<file path="src/rtl/ppu_pkg.sv">
// ----------------------------------------------------------------------------
// ppu_pkg
// Shared types and constants for the pruning partials update block.
// ----------------------------------------------------------------------------
package ppu_pkg;

  localparam int STATES     = 4;
  localparam int CATEGORIES = 4;
  localparam int SIDES      = 2;
  localparam int BANKS      = SIDES * STATES;
  localparam int CAT_W      = 2;
  localparam int ROW_W      = 2;
  localparam int PROD_W     = 33;
  localparam int SUM_W      = 35;

  localparam logic [31:0] ONE_Q31 = 32'h8000_0000;
  localparam logic [31:0] MAX_Q31 = 32'hFFFF_FFFF;

  localparam logic       OP_LOAD    = 1'b0;
  localparam logic       OP_COMPUTE = 1'b1;
  localparam logic [2:0] CODE_UNKNOWN  = 3'd4;
  localparam logic [2:0] CODE_PARTIALS = 3'd5;

  localparam int IN_DATA_W  = 272;
  localparam int OUT_DATA_W = 128;

  typedef logic [31:0]              word_t;
  typedef logic [STATES-1:0][31:0]  row_t;
  typedef logic [PROD_W-1:0]        prod_t;

  // Request from the top level to the matrix store
  typedef struct packed {
    logic             wr_en;
    logic             wr_side;
    logic [ROW_W-1:0] wr_row;
    logic [CAT_W-1:0] wr_cat;
    logic             rd_en;
    logic [CAT_W-1:0] rd_cat;
  } store_req_t;

  // Clamp a wide unsigned value to the Q1.31 range
  function automatic word_t sat_word(input logic [SUM_W-1:0] x);
    word_t r;
    if (x[SUM_W-1:32] != '0) r = MAX_Q31;
    else r = x[31:0];
    return r;
  endfunction

endpackage

</file>
<file path="src/rtl/ppu_matrix_store.sv">
// ----------------------------------------------------------------------------
// ppu_matrix_store
// Transition matrix store: one bank per side and matrix row, indexed by
// rate category. A load writes one bank; a compute reads all banks.
// ----------------------------------------------------------------------------
module ppu_matrix_store (
  input  logic                clk,
  input  ppu_pkg::store_req_t req,
  input  ppu_pkg::row_t       wr_data,
  output ppu_pkg::row_t       rd_data [ppu_pkg::BANKS]
);
  import ppu_pkg::*;

  for (genvar b = 0; b < BANKS; b++) begin : g_bank
    row_t mem [CATEGORIES];

    // Write the row that the load selects
    always_ff @(posedge clk) begin
      if (req.wr_en && ({req.wr_side, req.wr_row} == ($clog2(BANKS))'(b))) begin
        mem[req.wr_cat] <= wr_data;
      end
    end

    // Registered read, held while the pipeline stalls
    always_ff @(posedge clk) begin
      if (req.rd_en) begin
        rd_data[b] <= mem[req.rd_cat];
      end
    end
  end

endmodule

</file>
<file path="config.mk">
export PLATFORM = sky130hd
export DESIGN_NAME = ppu_matrix_store
export DESIGN_NICKNAME = d
export VERILOG_FILES = /design/src/rtl/ppu_pkg.sv /design/src/rtl/ppu_matrix_store.sv
export SDC_FILE = /design/constraint.sdc
export NUM_CORES = 2
export LEC_CHECK = 0
export BUFFER_PORTS_ARGS = -buffer_cell sky130_fd_sc_hd__clkbuf_2
export CORE_ASPECT_RATIO = 0.8
export CORE_UTILIZATION = 54
export DETAILED_ROUTE_END_ITERATION = 8
export GPL_ROUTABILITY_DRIVEN = 0
export PLACE_DENSITY = 0.75
export SLEW_MARGIN = 5
export SYNTH_ARGS = -nofsm -noshare
export SYNTH_HDL_FRONTEND = slang
export SYNTH_SLANG_ARGS = --single-unit
</file>
<file path="constraint.sdc">
create_clock -name clk -period 9 [get_ports clk]
set_input_delay 1.8 -clock clk [delete_from_list [all_inputs] [get_ports clk]]
set_output_delay 1.8 -clock clk [all_outputs]
set_load 0.05 [all_outputs]
</file>
==> flow_summary_export.csv <==
group,metric,value,unit
status,status,"complete, no violations",
layout,area_growth,14.52,%
clocking,clock_latency,0.98,ns
synthesis,synth_cells,6419,
sta,finalHoldViolations,0,
placement,place_hpwl,263500,um
clocking,cts_root_buffer,"clkbuf_16",
global_routing,grt_max_degree,158,
clocking,cts_buffers,448,
clocking,cts_tree,"built",
synthesis,synth_cell_types,15,
sta,slew_viol_final,0,
sta,fin_hold_ws,0.6053,ns
drt,wl_per_cell,37.27,um
die,dieArea,0.3323,sq mm
worst_setup_path,crit_arrival,4.63,ns
sta,fin_crit_sh,44.96,%
clocking,cts_resized,0,
global_routing,track_usage,28.20,%
sta,setup_violations,0,
power,powerDensity,238.5,mW/mm^2
drt,ant_nets,0,
synthesis,syn_nets,6557,
clocking,clk_transition_reported_paths,0.06,ns
sta,min_period,4.046,ns
drt,vias,81265,
placement,port_buffers,1161,
die,dieWidth,644.3,um
drt,via_per_inst,6.409,
sta,fmax,247.2,MHz
sta,rsz0062_at_grt,"no",
die,dieHeight,515.8,um
clocking,htree_levels,5,
layout,drive_above_1_share,35.61,%
drt,wl,472500,um
worst_setup_path,worstSetupPathType,"primary input to register",
global_routing,grt_pass1_vias,80989,
synthesis,syn-cell-area,0.1782,sq mm
die,rows,188,
synthesis,synth_seq_cells,5120,
worst_setup_path,end_kind,"register",
global_routing,antenna_found_initial,18,
layout,layout.nets,8074,
die,start_util,54.31,%
global_routing,grt_pass1_wl,644900,um
clocking,clock_sinks,5120,
placement,pre_cts_ws,3.964,ns
synthesis,seq_area_frac_synth,86.28,%
worst_setup_path,critical_path.max_fanout,45,
sta,fin_skew,0.03585,ns
worst_setup_path,crit_required,9.59,ns
drt,drtIter0Drc,11340,
hold_path,hp-class,"register to register",
drt,drcViolationCount,0,
drt,drtPass1Iterations,5,
power,ir_drop,0.0001734,V
flow_run,maxCapViolCount,0,
power,power_leakage,0.06606,uW
power,power.total,48680,uW
worst_setup_path,critPathLaunchType,"primary input",
sta,fin_setup_tns,0,ns
clocking,cts_setup_buffers,0,
sta,slew_headroom,22.05,%
global_routing,grt-ovfl-total,0,
sta,worst_pin_slew,1.169,ns
synthesis,yosysWarnings,0,
synthesis,syn_avg_cell_area,27.76,sq um
die,io_pins,1162,
clocking,hold_buffers,0,
clocking,cts.path.max_buffers,4,
sta,fin_ws,4.954,ns
die,core,0.3281,sq mm
==> report_power, final <==
part | internal, uW | switching (uW) | leakage (uW)
registers | 26800 | 397 | 0.0469
logic | 670 | 2040 | 0.0123
clock network | 10200 | 8510 | 0.00687
total | 37700 | 11000 | 0.0661
==> layout by cell type (no fill, tap or decap), drive strengths merged <==
cell type and count:
inv 23, clkbuf 1710, clkinv 205, mux4 1024
clkinvlp 4, nor2 32, nand4 1, or4b 1
nand2b 2, edfxtp 5120, nand4b 3, diode 5
bufinv 35, or2 1, nand4bb 3, nand2 1
buf 140
==> critical path, stage by stage <==
cell	delay (ns)
clkbuf_2	0.15
nand2b_1	0.55
nor2_4	0.58
buf_4	0.60
buf_4	0.77
==> logic make-up after synthesis <==
group | Yosys count | synth area share [%]
DFF | 5120 | 86.28
muxes | 1024 | 12.94
buffers and inverters | 231 | 0.6572
and+or+nand+nor | 44 | 0.1229
==> Yosys cell counts <==
master	instances	share of area (%)
clkbuf_1	33	0.070
nor2_1	32	0.067
or4b_2	1	0.0056
buf_1	49	0.10
nand4bb_1	3	0.019
nand2_1	1	0.0021
edfxtp_1	5120	86
buf_6	4	0.025
buf_4	37	0.16
or2_2	1	0.0035
buf_2	108	0.30
nand4_1	1	0.0035
nand2b_1	2	0.0070
mux4_2	1024	13
nand4b_1	3	0.015
==> sequential cells by signal (all words and copies together) (netlist names) <==
name,flops
g_bank.mem,4096
rd_data,1024
==> worst paths after layout <==
kind                             start                     to  slack [ns]  cells past startpoint
setup reg to reg  g_bank[6].mem[0][53]           rd_data[181]        7.74                      1
hold reg to reg   g_bank[5].mem[0][90]           rd_data[346]        0.61                      1
setup / recovery                req[4]  g_bank[7].mem[1][127]        4.95                      5
hold / removal    g_bank[5].mem[0][90]           rd_data[346]        0.61                      1
==> area by class of cell <==
cell class	count	area (sq um)
Antenna cell	5	12.51
Timing Repair Buffer	1298	7274
Sequential cell	5120	153700
Tap cell	4370	5468
Multi-Input combinational cell	1068	23520
Clock buffer	552	11660
Fill cell	20700	124100
Clock inverter	267	2386
==> through the flow <==
stage	cells	area (sq um)	util, %
floorplan	6419	178200	-
global placement	11856	190000	57.91
detailed placement	11856	190000	57.91
CTS	12675	204100	62.19
global route	12676	204100	62.19
finish	12680	204100	62.19
==> routing by layer <==
metal | up-vias | share of wire [%] | wire length [um] | global-route usage, %
li1 | 30875 | - | - | -
met5 | - | 0.0091 | 43 | 0
met1 | 43184 | 34 | 162700 | 37.83
met3 | 919 | 12 | 56240 | 6.009
met2 | 6281 | 48 | 228400 | 45.06
met4 | 6 | 5.3 | 25170 | 13.02
No activity file was read; power rests on OpenSTA's default activity.
