## config.mk

```make
export PLATFORM = sky130hd
export DESIGN_NAME = ppu_out_skid
export DESIGN_NICKNAME = d
export VERILOG_FILES = /design/src/rtl/ppu_pkg.sv /design/src/rtl/ppu_out_skid.sv
export SDC_FILE = /design/constraint.sdc
export NUM_CORES = 1
export LEC_CHECK = 0
export ABC_AREA = 1
export BUFFER_PORTS_ARGS = -buffer_cell sky130_fd_sc_hd__buf_2
export CORE_MARGIN = 8
export CORE_UTILIZATION = 47
export DETAILED_ROUTE_END_ITERATION = 10
export GPL_ROUTABILITY_DRIVEN = 0
export HOLD_SLACK_MARGIN = 0.15
export PLACE_DENSITY_LB_ADDON = 0.05
export SYNTH_ARGS = -nofsm -noshare
export SYNTH_HDL_FRONTEND = slang
export SYNTH_SLANG_ARGS = --single-unit
```

## constraint.sdc

```tcl
create_clock -name clk -period 6.7 [get_ports clk]
set_clock_uncertainty 0.15 [all_clocks]
set_input_delay 1.005 -clock clk [delete_from_list [all_inputs] [get_ports clk]]
set_output_delay 1.005 -clock clk [all_outputs]
set_load 0.02 [all_outputs]
```

## src/rtl/ppu_pkg.sv

```systemverilog
// ----------------------------------------------------------------------------
// ppu_pkg
// Shared types and constants for the pruning partials update block.
// ----------------------------------------------------------------------------
package ppu_pkg;

  localparam int STATES     = 4;
  localparam int CATEGORIES = 4;
  localparam int SIDES      = 2;
  localparam int BANKS      = SIDES * STATES;
  localparam int CAT_W      = 2;
  localparam int ROW_W      = 2;
  localparam int PROD_W     = 33;
  localparam int SUM_W      = 35;

  localparam logic [31:0] ONE_Q31 = 32'h8000_0000;
  localparam logic [31:0] MAX_Q31 = 32'hFFFF_FFFF;

  localparam logic       OP_LOAD    = 1'b0;
  localparam logic       OP_COMPUTE = 1'b1;
  localparam logic [2:0] CODE_UNKNOWN  = 3'd4;
  localparam logic [2:0] CODE_PARTIALS = 3'd5;

  localparam int IN_DATA_W  = 272;
  localparam int OUT_DATA_W = 128;

  typedef logic [31:0]              word_t;
  typedef logic [STATES-1:0][31:0]  row_t;
  typedef logic [PROD_W-1:0]        prod_t;

  // Request from the top level to the matrix store
  typedef struct packed {
    logic             wr_en;
    logic             wr_side;
    logic [ROW_W-1:0] wr_row;
    logic [CAT_W-1:0] wr_cat;
    logic             rd_en;
    logic [CAT_W-1:0] rd_cat;
  } store_req_t;

  // Clamp a wide unsigned value to the Q1.31 range
  function automatic word_t sat_word(input logic [SUM_W-1:0] x);
    word_t r;
    if (x[SUM_W-1:32] != '0) r = MAX_Q31;
    else r = x[31:0];
    return r;
  endfunction

endpackage

```

## src/rtl/ppu_out_skid.sv

```systemverilog
// ----------------------------------------------------------------------------
// ppu_out_skid
// Output register with a skid stage; stalls the pipeline only when full.
// ----------------------------------------------------------------------------
module ppu_out_skid (
  input  logic          clk,
  input  logic          rst,
  input  logic          res_valid,
  input  ppu_pkg::row_t res_data,
  output logic          advance,
  output logic          out_valid,
  input  logic          out_ready,
  output ppu_pkg::row_t out_data
);
  import ppu_pkg::*;

  logic skid_valid;
  row_t skid_data;
  logic pop;

  assign advance = !skid_valid;
  assign pop     = out_valid && out_ready;

  // Hold control state
  always_ff @(posedge clk) begin
    if (rst) begin
      out_valid  <= 1'b0;
      skid_valid <= 1'b0;
    end else if (skid_valid) begin
      if (pop) skid_valid <= 1'b0;
    end else if (!out_valid || pop) begin
      out_valid <= res_valid;
    end else if (res_valid) begin
      skid_valid <= 1'b1;
    end
  end

  // Move payload words
  always_ff @(posedge clk) begin
    if (skid_valid) begin
      if (pop) out_data <= skid_data;
    end else if (!out_valid || pop) begin
      out_data <= res_data;
    end else if (res_valid) begin
      skid_data <= res_data;
    end
  end

endmodule

```

==> key figures, run 1 <==
Clock network
  • Clk_lat worst skew: between 0.5 and 0.6 ns
  • Clock root buffer: clkbuf_16
  • CTS buffer count: 26
  • # hold bufs at CTS: 0
  • # resized after CTS: 0
  • Clk pin slew, worst setup/hold paths: around 0.060 ns
  • Clk buf depth: 3
  • H-tree levels: 1
  • Post-CTS Setup Bufs: 0
  • CTS tree: done
  • Clock sink total: 258

Floorplanning
  • I/O Pins: 262
  • Num rows: 52
  • Chip height: 157.9 um
  • Die W: about 160 um
  • Core ar.: approximately 20000 um2
  • Die ar.: approximately 25000 um2
  • Starting Density: 0.4740

Global routing
  • Initial antenna violation count: 4
  • Vias in the first global route: between 5000 and 6000
  • Largest net degree at the start of global routing: 109
  • Gr usage total: 0.1666
  • First-pass GRT wire length: 32120 um
  • Gr ovfl total: 0

Pwr
  • Register share of total power: 0.525
  • Sw Ratio: 0.2228
  • Combinational power share: 0.086
  • P_int: ~2.8 mW
  • P_leak: just over 5 nW
  • Pwr/cell area: just over 300 nW/um2
  • Clk pwr share: 0.389
  • NetSw: between 800 and 900 uW
  • Peak VDD IR: approximately 0.24 mV

Worst setup path
  • CP startpoint kind: register
  • CP required: between 5 and 6 ns
  • CP Class: register to primary output
  • Element type at the critical path end: primary output
  • CP Max Fanout: 101
  • Crit path arrival time: 2.48 ns
  • Reg-to-reg slack, setup: 3.96 ns

Timing
  • Fmax: roughly 280 MHz
  • Worst Setup Slack, final: 3.064 ns
  • Period utilization: 0.5427
  • RSZ-0062 raised after global routing: no
  • Fin. max-slew vios: 0
  • Sum of negative setup slack: 0 ns
  • Post-layout min period: 3.636 ns
  • Worst-margin pin slew: ~1.1 ns
  • Slew margin rel.: 0.2633
  • Setup-failing EPs final: 0
  • Final-report hold violation count: 0

Min path
  • Hold Crit Class: register to register

Synthesis
  • YS warnings: 0
  • Synth area leader: edfxtp_1
  • Syn Inst Count: around 700
  • Synth Area in Adders: 0
  • Register bit total from synthesis: 258
  • Share of the yosys chip area belonging to registers: 0.8162
  • Synth Net Count: slightly above 800
  • Synth Area in XOR/XNOR: 0
  • List of most frequent post-synthesis cells: 389 x nand2_1, 256 x edfxtp_1, 12 x buf_2
  • Simple-Gate Fraction of Synth Area: 0.1557
  • Top cells by area, synth: edfxtp_1 81%, nand2_1 15%, buf_6 1.2%, buf_2 0.63%, dfxtp_1 0.42%
  • Syn Area/Cell: ~14 um2
  • Post-synthesis async set-or-reset flop share: 0
  • Mapped Area: 9468 um2
  • Share of the synthesized area in the top cell type: 0.8119
  • Post-synth EDFFs: approximately 260
  • Synth cell types: 13
  • Post-synthesis compound-gate area fraction: 0.001322
  • Top FF cell, synth: edfxtp_1
  • Largest family of logic cells by synthesized area: simple AND/OR/NAND/NOR gates
  • Mux contribution to synthesized area: 0
  • Top-count cell post-synth: nand2_1

Cells and area
  • Fin nets: around 1100
  • Area delta synth->final: 24.28%
  • Final Util: 0.5891
  • Layout cells sized above 1: 0.3144
  • Filler cell count: 1610

Detailed routing
  • Routed length per instance: 17.37 um
  • Vias per Instance: ~4.7
  • DRC: 0
  • DRT Pass-1 Iters: 5
  • Total number of vias: around 5800
  • Post-Route WL: approximately 22000 um
  • Initial DRC count: just over 400
  • Antenna-violating nets left: 0

Place
  • Post-DP HPWL: between 10000 and 15000 um
  • Port bufs: approximately 260
  • DP Worst Slack: 3.208 ns

Outcome
  • Status: complete, no violations

Run
  • Max-cap violations: 0
cell usage in the layout (no fill, tap or decap):
cell and n:
a21oi_1 1, and2_4 1, buf_12 1, buf_2 261
buf_4 3, bufinv_16 3, clkbuf_1 10, clkbuf_16 27
clkinv_1 2, clkinv_2 5, dfxtp_1 1, dfxtp_4 1
diode_2 1, edfxtp_1 256, inv_1 2, inv_4 1
nand2_1 389, nor2_1 1, nor2_4 1, o21bai_1 1
metrics by stage:
step / hold slack, ns / instance area (um2) / power (mW) / cells
after floorplan: 0.3405 / 9470 / 2.122 / 684
after global placement: 0.3200 / 10930 / 2.265 / 1190
after detailed placement: 0.3386 / 10930 / 2.270 / 1190
after CTS: 0.3521 / 11760 / 3.686 / 1237
after global routing: 0.3837 / 11770 / 3.780 / 1238
final: 0.3490 / 11770 / 3.650 / 1238
cell type report:
type	instances	area [um2]	share of cell area
timing repair buffer	265	1349	0.1146
inverter	3	13.76	0.001170
antenna	1	2.502	0.0002127
sequential	258	7731	0.6571
clock buffer	37	713.2	0.06061
clock inverter	10	122.6	0.01042
multi-input combinational	394	1496	0.1272
tap	270	337.8	0.02871
worst max-delay path: stages (launching register included):
cell and delay (ns):
dfxtp_4 0.48, inv_4 0.31, buf_4 0.82, buf_2 0.32
path summary, 6_finish.rpt:
kind	endpoint	from	cells past startpoint
max	advance	skid_valid	3
max reg2reg	out_data[31]	skid_valid	3
min	out_valid	out_valid	2
min reg2reg	out_valid	out_valid	2
power groups by stage:
stage	clock (mW)	sequential, mW	combinational [mW]
final	1.42	1.92	0.314
after global placement	0	1.95	0.315
after CTS	1.45	1.92	0.320
after floorplan	0	2.04	0.0769
after global routing	1.51	1.92	0.342
after detailed placement	0	1.95	0.320
flip-flops by register name, indices dropped and copies added, names as in the netlist:
name,cells
out_data,128
skid_data,128
skid_valid,1
out_valid,1
cell families after synthesis:
group | Yosys count
buf+inv | 32
compound gates | 2
simple gates | 392
flops | 258
routing by layer:
metal,part of all wire,vias to the layer above,global-route usage
met3,0.10,32,0.04614
met5,0.0016,-,0
met2,0.47,248,0.2698
li1,-,2838,-
met4,0.017,6,0.04266
met1,0.41,2673,0.2191
Power figures use the tool's default switching activity.
==> inputs of run 2 (changes only) <==
==> constraint.sdc (replaced) <==
create_clock -name clk -period 3.1 [get_ports clk]
set_clock_uncertainty 0.15 [all_clocks]
set_input_delay 0.465 -clock clk [delete_from_list [all_inputs] [get_ports clk]]
set_output_delay 0.465 -clock clk [all_outputs]
set_load 0.02 [all_outputs]
==> key figures, run 2 (synthesis results as in run 1) <==
Outcome
  • Status: complete, no violations (unchanged)

Timing
  • Final-report hold violation count: 0 (unchanged)
  • RSZ-0062 raised after global routing: no (unchanged)
  • Slew margin rel.: 0.3824 (was 0.2633)
  • Setup-failing EPs final: 0 (unchanged)
  • Worst Setup Slack, final: 0.2607 ns (was 3.064 ns)
  • Fmax: about 350 MHz
  • Fin. max-slew vios: 0 (unchanged)
  • Worst-margin pin slew: 0.9264 ns (was 1.105 ns)
  • Post-layout min period: 2.839 ns
  • Final hold slack: 0.3677 ns (was 0.3490 ns)
  • Period utilization: 0.9159

Detailed routing
  • Routed length per instance: 17.32 um (was 17.37 um)
  • Initial DRC count: 424 (was 403)
  • DRC: 0 (unchanged)
  • Vias per Instance: 4.791 (was 4.683)
  • DRT Pass-1 Iters: 4 (was 5)
  • Total number of vias: 6593 (was 5797)
  • Post-Route WL: 23830 um (was 21500 um)
  • Antenna-violating nets left: 0 (unchanged)

Clock network
  • Clk buf depth: 3 (unchanged)
  • Clk_lat worst skew: 0.51 ns (about the same)
  • H-tree levels: 1 (unchanged)
  • CTS buffer count: 27 (was 26)
  • Clock root buffer: clkbuf_16 (unchanged)
  • Post-CTS Setup Bufs: 0 (unchanged)
  • # resized after CTS: 0 (unchanged)
  • Clock sink total: 258 (unchanged)
  • # hold bufs at CTS: 131 (was 0)
  • Clk pin slew, worst setup/hold paths: 0.06 ns (about the same)
  • CTS tree: done (unchanged)

Floorplanning
  • Die ar.: 24940 um2 (unchanged)
  • I/O Pins: 262 (unchanged)
  • Chip height: 157.9 um (unchanged)
  • Core ar.: 19970 um2 (unchanged)
  • Starting Density: 0.4740 (unchanged)
  • Die W: 157.9 um (unchanged)
  • Num rows: 52 (unchanged)

Pwr
  • Pwr/cell area: 603.3 nW/um2 (was 310.2 nW/um2)
  • P_leak: 5.652 nW (was 5.080 nW)
  • Peak VDD IR: 0.5024 mV (was 0.2382 mV)

Worst setup path
  • CP startpoint kind: register (unchanged)
  • Crit path arrival time: 2.22 ns (was 2.48 ns)
  • Max stage delay on crit path: 0.64 ns (was 0.82 ns)
  • CP Class: register to primary output (unchanged)
  • Worst path buffer plus inverter count: 3 (unchanged)
  • Worst path top cell family by delay: buffers and inverters (unchanged)
  • CP required: 2.48 ns (was 5.54 ns)
  • Reg2Reg Depth: 5 (was 3)
  • CP Cell Sequence: inv_4, buf_4, buf_2 (unchanged)
  • Element type at the critical path end: primary output (unchanged)
  • Worst path slowest cell: buf_4 (unchanged)
  • Critical path depth: 3 (unchanged)
  • CP Max Fanout: 82 (was 101)

Cells and area
  • Fin nets: 1217 (was 1080)
  • Commonest cells after routing, fill and taps aside: 388 x nand2_1, 261 x buf_2, 256 x edfxtp_1, 131 x dlygate4sd3_1, 27 x clkbuf_16 (was 389 x nand2_1, 261 x buf_2, 256 x edfxtp_1, 27 x clkbuf_16, 10 x clkbuf_1)
  • Largest registers: out_data (128), skid_data (128) (unchanged)
  • Area delta synth->final: 38.64% (was 24.28%)
  • Layout cells sized above 1: 0.2805 (was 0.3144)
  • Commonest non-fill, non-tap cell in the layout: nand2_1 (unchanged)

Place
  • Port bufs: 261 (unchanged)
  • Post-DP HPWL: 14590 um (was 14120 um)
  • DP Worst Slack: 0.5985 ns (was 3.208 ns)

Global routing
  • Initial antenna violation count: 1 (was 4)
  • Largest net degree at the start of global routing: 83 (was 109)
  • Gr usage total: 0.1865 (was 0.1666)
  • Gr ovfl total: 0 (unchanged)
  • First-pass GRT wire length: 36100 um (was 32120 um)
  • Vias in the first global route: 6770 (was 5880)

Run
  • Max-cap violations: 0 (unchanged)

Min path
  • Hold Crit Class: register to register (unchanged)
  • Hold path depth: 2 (unchanged)
[run 2: cell types whose count changed in the layout (fill, tap and decap cells not counted)]
cell           change
clkinvlp_4         +1
dlygate4sd3_1    +131
clkbuf_1           -3
inv_8              +1
nand2_4            +1
bufinv_16          -2
buf_12             +3
nand2_1            -1
clkinv_1           +5
buf_4              +2
[run 2: area by class of cell]
type | count | area [um2]
flip-flops and latches | 258 | 7731
fillers | 1466 | 6848
repair buffers | 401 | 2735
multi-input cells | 394 | 1504
clock buffers | 34 | 701.9
well taps | 270 | 337.8
clock inverters | 15 | 100.1
inverters | 3 | 13.76
diodes | 1 | 2.502
[run 2: tightest hold or removal path, stage by stage, from the launching register on]
cell	delay, ns
edfxtp_1	0.32
nand2_1	0.05
nand2_1	0.05
[run 2: where the power goes]
| group | internal [mW] | total [mW] | switching [mW] |
|---|---|---|---|
| Sequential | 4.07 | 4.14 | 0.0709 |
| Combinational | 0.328 | 0.828 | 0.501 |
| Clock | 1.68 | 2.95 | 1.26 |
| Total | 6.08 | 7.92 | 1.84 |
[run 2: final timing paths]
| kind | start | end | slack [ns] |
|---|---|---|---|
| setup / recovery | skid_valid | advance | 0.26 |
| hold / removal | skid_data[104] | out_data[104] | 0.37 |
| setup reg to reg | skid_valid | out_data[76] | 0.54 |
| hold reg to reg | skid_data[104] | out_data[104] | 0.37 |
[run 2: stage by stage]
stage	utilization	instance area [um2]	setup TNS [ns]	std cells	total power, mW
after detailed placement	0.5512	11010	0	1195	4.915
after floorplan	-	9488	-1.922	684	4.579
after CTS	0.6570	13120	0	1375	7.993
after global placement	0.5512	11010	0	1195	4.902
final	0.6572	13130	0	1376	7.919
after global routing	0.6572	13130	0	1376	8.194
[run 2: layer usage]
layer / share of wire / track usage / vias to the layer above
met5: 0 / 0 / -
met4: 0.029 / 0.06376 / 0
met3: 0.087 / 0.04532 / 45
met2: 0.49 / 0.3121 / 275
met1: 0.40 / 0.2342 / 3164
li1: - / - / 3109
==> inputs of run 3 (changes only) <==
--- a/config.mk
+++ b/config.mk
@@ -7,12 +7,15 @@
 export LEC_CHECK = 0
 export ABC_AREA = 1
 export BUFFER_PORTS_ARGS = -buffer_cell sky130_fd_sc_hd__buf_2
+export CELL_PAD_IN_SITES_DETAIL_PLACEMENT = 1
+export CELL_PAD_IN_SITES_GLOBAL_PLACEMENT = 1
 export CORE_MARGIN = 8
-export CORE_UTILIZATION = 47
+export CORE_UTILIZATION = 37
 export DETAILED_ROUTE_END_ITERATION = 10
 export GPL_ROUTABILITY_DRIVEN = 0
 export HOLD_SLACK_MARGIN = 0.15
-export PLACE_DENSITY_LB_ADDON = 0.05
+export PLACE_DENSITY_LB_ADDON = 0.1
+export SLEW_MARGIN = 0
 export SYNTH_ARGS = -nofsm -noshare
 export SYNTH_HDL_FRONTEND = slang
 export SYNTH_SLANG_ARGS = --single-unit
==> key figures, run 3 (synthesis results as in run 1) <==
Clock network
  • Clock root buffer: clkbuf_16 (unchanged)
  • CTS buffer count: 28 (was 27)
  • Clock sink total: 258 (unchanged)
  • Clk pin slew, worst setup/hold paths: 0.06 ns (about the same)
  • Clk_lat worst skew: 0.53 ns (was 0.51 ns)
  • Post-CTS Setup Bufs: 0 (unchanged)
  • Clk buf depth: 3 (unchanged)
  • H-tree levels: 1 (unchanged)
  • CTS tree: done (unchanged)
  • # resized after CTS: 0 (unchanged)

Min path
  • Hold path depth: 4 (was 2)
  • Hold Crit Class: input pin to register (was register to register)

Global routing
  • Largest net degree at the start of global routing: 123 (was 83)
  • Gr usage total: 0.1611 (was 0.1865)
  • Gr ovfl total: 0 (unchanged)
  • First-pass GRT wire length: 40010 um (was 36100 um)
  • Vias in the first global route: 7079 (was 6770)
  • Initial antenna violation count: 1 (unchanged)

Timing
  • Worst-margin pin slew: 0.7717 ns (was 0.9264 ns)
  • Period utilization: 0.8038 (was 0.9159)
  • RSZ-0062 raised after global routing: no (unchanged)
  • Slew margin rel.: 0.4855 (was 0.3824)
  • Fin. max-slew vios: 0 (unchanged)
  • Post-layout min period: 2.492 ns (was 2.839 ns)
  • Final-report hold violation count: 0 (unchanged)
  • Fmax: 401.3 MHz (was 352.2 MHz)
  • Setup-failing EPs final: 0 (unchanged)
  • Sum of negative setup slack: 0 ns (unchanged)

Cells and area
  • Fin nets: 1222 (was 1217)
  • Commonest cells after routing, fill and taps aside: 388 x nand2_1, 261 x buf_2, 256 x edfxtp_1, 131 x dlygate4sd3_1, 29 x clkbuf_16 (was 388 x nand2_1, 261 x buf_2, 256 x edfxtp_1, 131 x dlygate4sd3_1, 27 x clkbuf_16)
  • FF+latch area: 7731 um2 (unchanged)
  • Final Util: 0.5275 (was 0.6572)
  • Largest registers: out_data (128), skid_data (128) (unchanged)
  • Area delta synth->final: 40.29% (was 38.64%)
  • Filler cell count: 2635 (was 1466)
  • Area of the multi-input gates: 1504 um2 (unchanged)
  • Commonest non-fill, non-tap cell in the layout: nand2_1 (unchanged)
  • Layout cells sized above 1: 0.2829 (was 0.2805)

Worst setup path
  • Element type at the critical path end: register (was primary output)
  • R2R Path Start: skid_valid (unchanged)
  • CP required: 3.41 ns (was 2.48 ns)
  • CP Max Fanout: 122 (was 82)
  • CP startpoint kind: register (unchanged)
  • Critical Path Sink: out_valid (was advance)
  • Worst Setup SP: skid_valid (unchanged)
  • Crit path arrival time: 2.80 ns (was 2.22 ns)
  • Reg-to-reg slack, setup: 0.61 ns (was 0.54 ns)
  • RR Endpoint: out_valid (was out_data[76])
  • Reg2Reg Depth: 6 (was 5)
  • CP Class: register to register (was register to primary output)

Floorplanning
  • Starting Density: 0.3760 (was 0.4740)
  • Die ar.: 30960 um2 (was 24940 um2)
  • Die W: 176.0 um (was 157.9 um)
  • I/O Pins: 262 (unchanged)
  • Core ar.: 25180 um2 (was 19970 um2)
  • Num rows: 58 (was 52)
  • Chip height: 176.0 um (was 157.9 um)

Run
  • Max-cap violations: 0 (unchanged)

Pwr
  • Peak VDD IR: 0.4175 mV (was 0.5024 mV)
  • NetSw: 1.874 mW (was 1.835 mW)
  • P_leak: 5.694 nW (was 5.652 nW)
  • Sw Ratio: 0.2323 (was 0.2318)
  • P_int: 6.194 mW (was 6.084 mW)
  • Combinational power share: 0.103 (was 0.105)
  • Pwr/cell area: 607.4 nW/um2 (was 603.3 nW/um2)
  • Register share of total power: 0.514 (was 0.523)
  • Clk pwr share: 0.383 (was 0.372)

Detailed routing
  • Initial DRC count: 334 (was 424)
  • Total number of vias: 6430 (was 6593)
  • Routed length per instance: 17.60 um (was 17.32 um)
  • Post-Route WL: 25370 um (was 23830 um)
  • DRC: 0 (unchanged)
  • DRT Pass-1 Iters: 4 (unchanged)
  • Antenna-violating nets left: 0 (unchanged)
  • Vias per Instance: 4.462 (was 4.791)

Place
  • Port bufs: 261 (unchanged)
  • Post-DP HPWL: 15970 um (was 14590 um)

Outcome
  • Status: complete, no violations (unchanged)
run 3: worst min-delay path by stage:
stage	from	endpoint	slack, ns
3_5_place_dp	out_valid	out_valid	0.35
3_3_place_gp	skid_data[54]	out_data[54]	0.35
4_1_cts	out_ready	skid_data[124]	0.31
2_1_floorplan	skid_data[121]	out_data[121]	0.34
5_1_grt	out_ready	skid_data[124]	0.33
6_report	out_ready	skid_data[124]	0.32
run 3: metal layers:
layer | vias to the layer above | GRT usage | wire length (um) | part of all wire
met1 | 3071 | 0.2078 | 10650 | 0.42
met4 | 0 | 0.03921 | 441 | 0.017
met3 | 35 | 0.03867 | 1682 | 0.066
met2 | 199 | 0.2706 | 12590 | 0.50
li1 | 3125 | - | - | -
met5 | - | 0 | 0 | 0
run 3: timing repair:
item,CTS,global route
hold endpoints to repair,258,0
setup endpoints to repair,0,0
hold buffers,131,0
run 3: power groups by stage:
stage / sequential (mW) / clock, mW / combinational [mW]
6_report: 4.15 / 3.09 / 0.833
3_5_place_dp: 4.22 / 0 / 0.713
5_1_grt: 4.16 / 3.31 / 0.906
4_1_cts: 4.15 / 3.18 / 0.846
3_3_place_gp: 4.22 / 0 / 0.703
2_1_floorplan: 4.41 / 0 / 0.168
run 3: layout make-up:
| class | instances | area share |
|---|---|---|
| clock buffer | 39 | 0.05746 |
| sequential | 258 | 0.5820 |
| timing repair buffer | 405 | 0.2091 |
| antenna | 1 | 0.0001884 |
| tap | 330 | 0.03109 |
| multi-input combinational | 394 | 0.1132 |
| clock inverter | 11 | 0.005840 |
| inverter | 3 | 0.001036 |
run 3: through the flow:
| stage | power [mW] | setup slack [ns] | cells | instance area [um2] | hold slack [ns] |
|---|---|---|---|---|---|
| 2_1_floorplan | 4.579 | -0.01501 | 684 | 9488 | 0.3405 |
| 5_1_grt | 8.380 | 0.3838 | 1441 | 13280 | 0.3288 |
| 3_5_place_dp | 4.931 | 0.9572 | 1259 | 11130 | 0.3543 |
| 6_report | 8.068 | 0.6082 | 1441 | 13280 | 0.3179 |
| 4_1_cts | 8.178 | 0.5932 | 1440 | 13280 | 0.3083 |
| 3_3_place_gp | 4.922 | 0.9500 | 1259 | 11130 | 0.3475 |
run 3: worst max-delay path, stage by stage (launching register included):
cell,delay (ns)
dfxtp_4,0.86
inv_4,0.18
buf_12,0.34
nand2_1,0.13
nand2_1,0.06
a21oi_1,0.13
dlygate4sd3_1,0.57
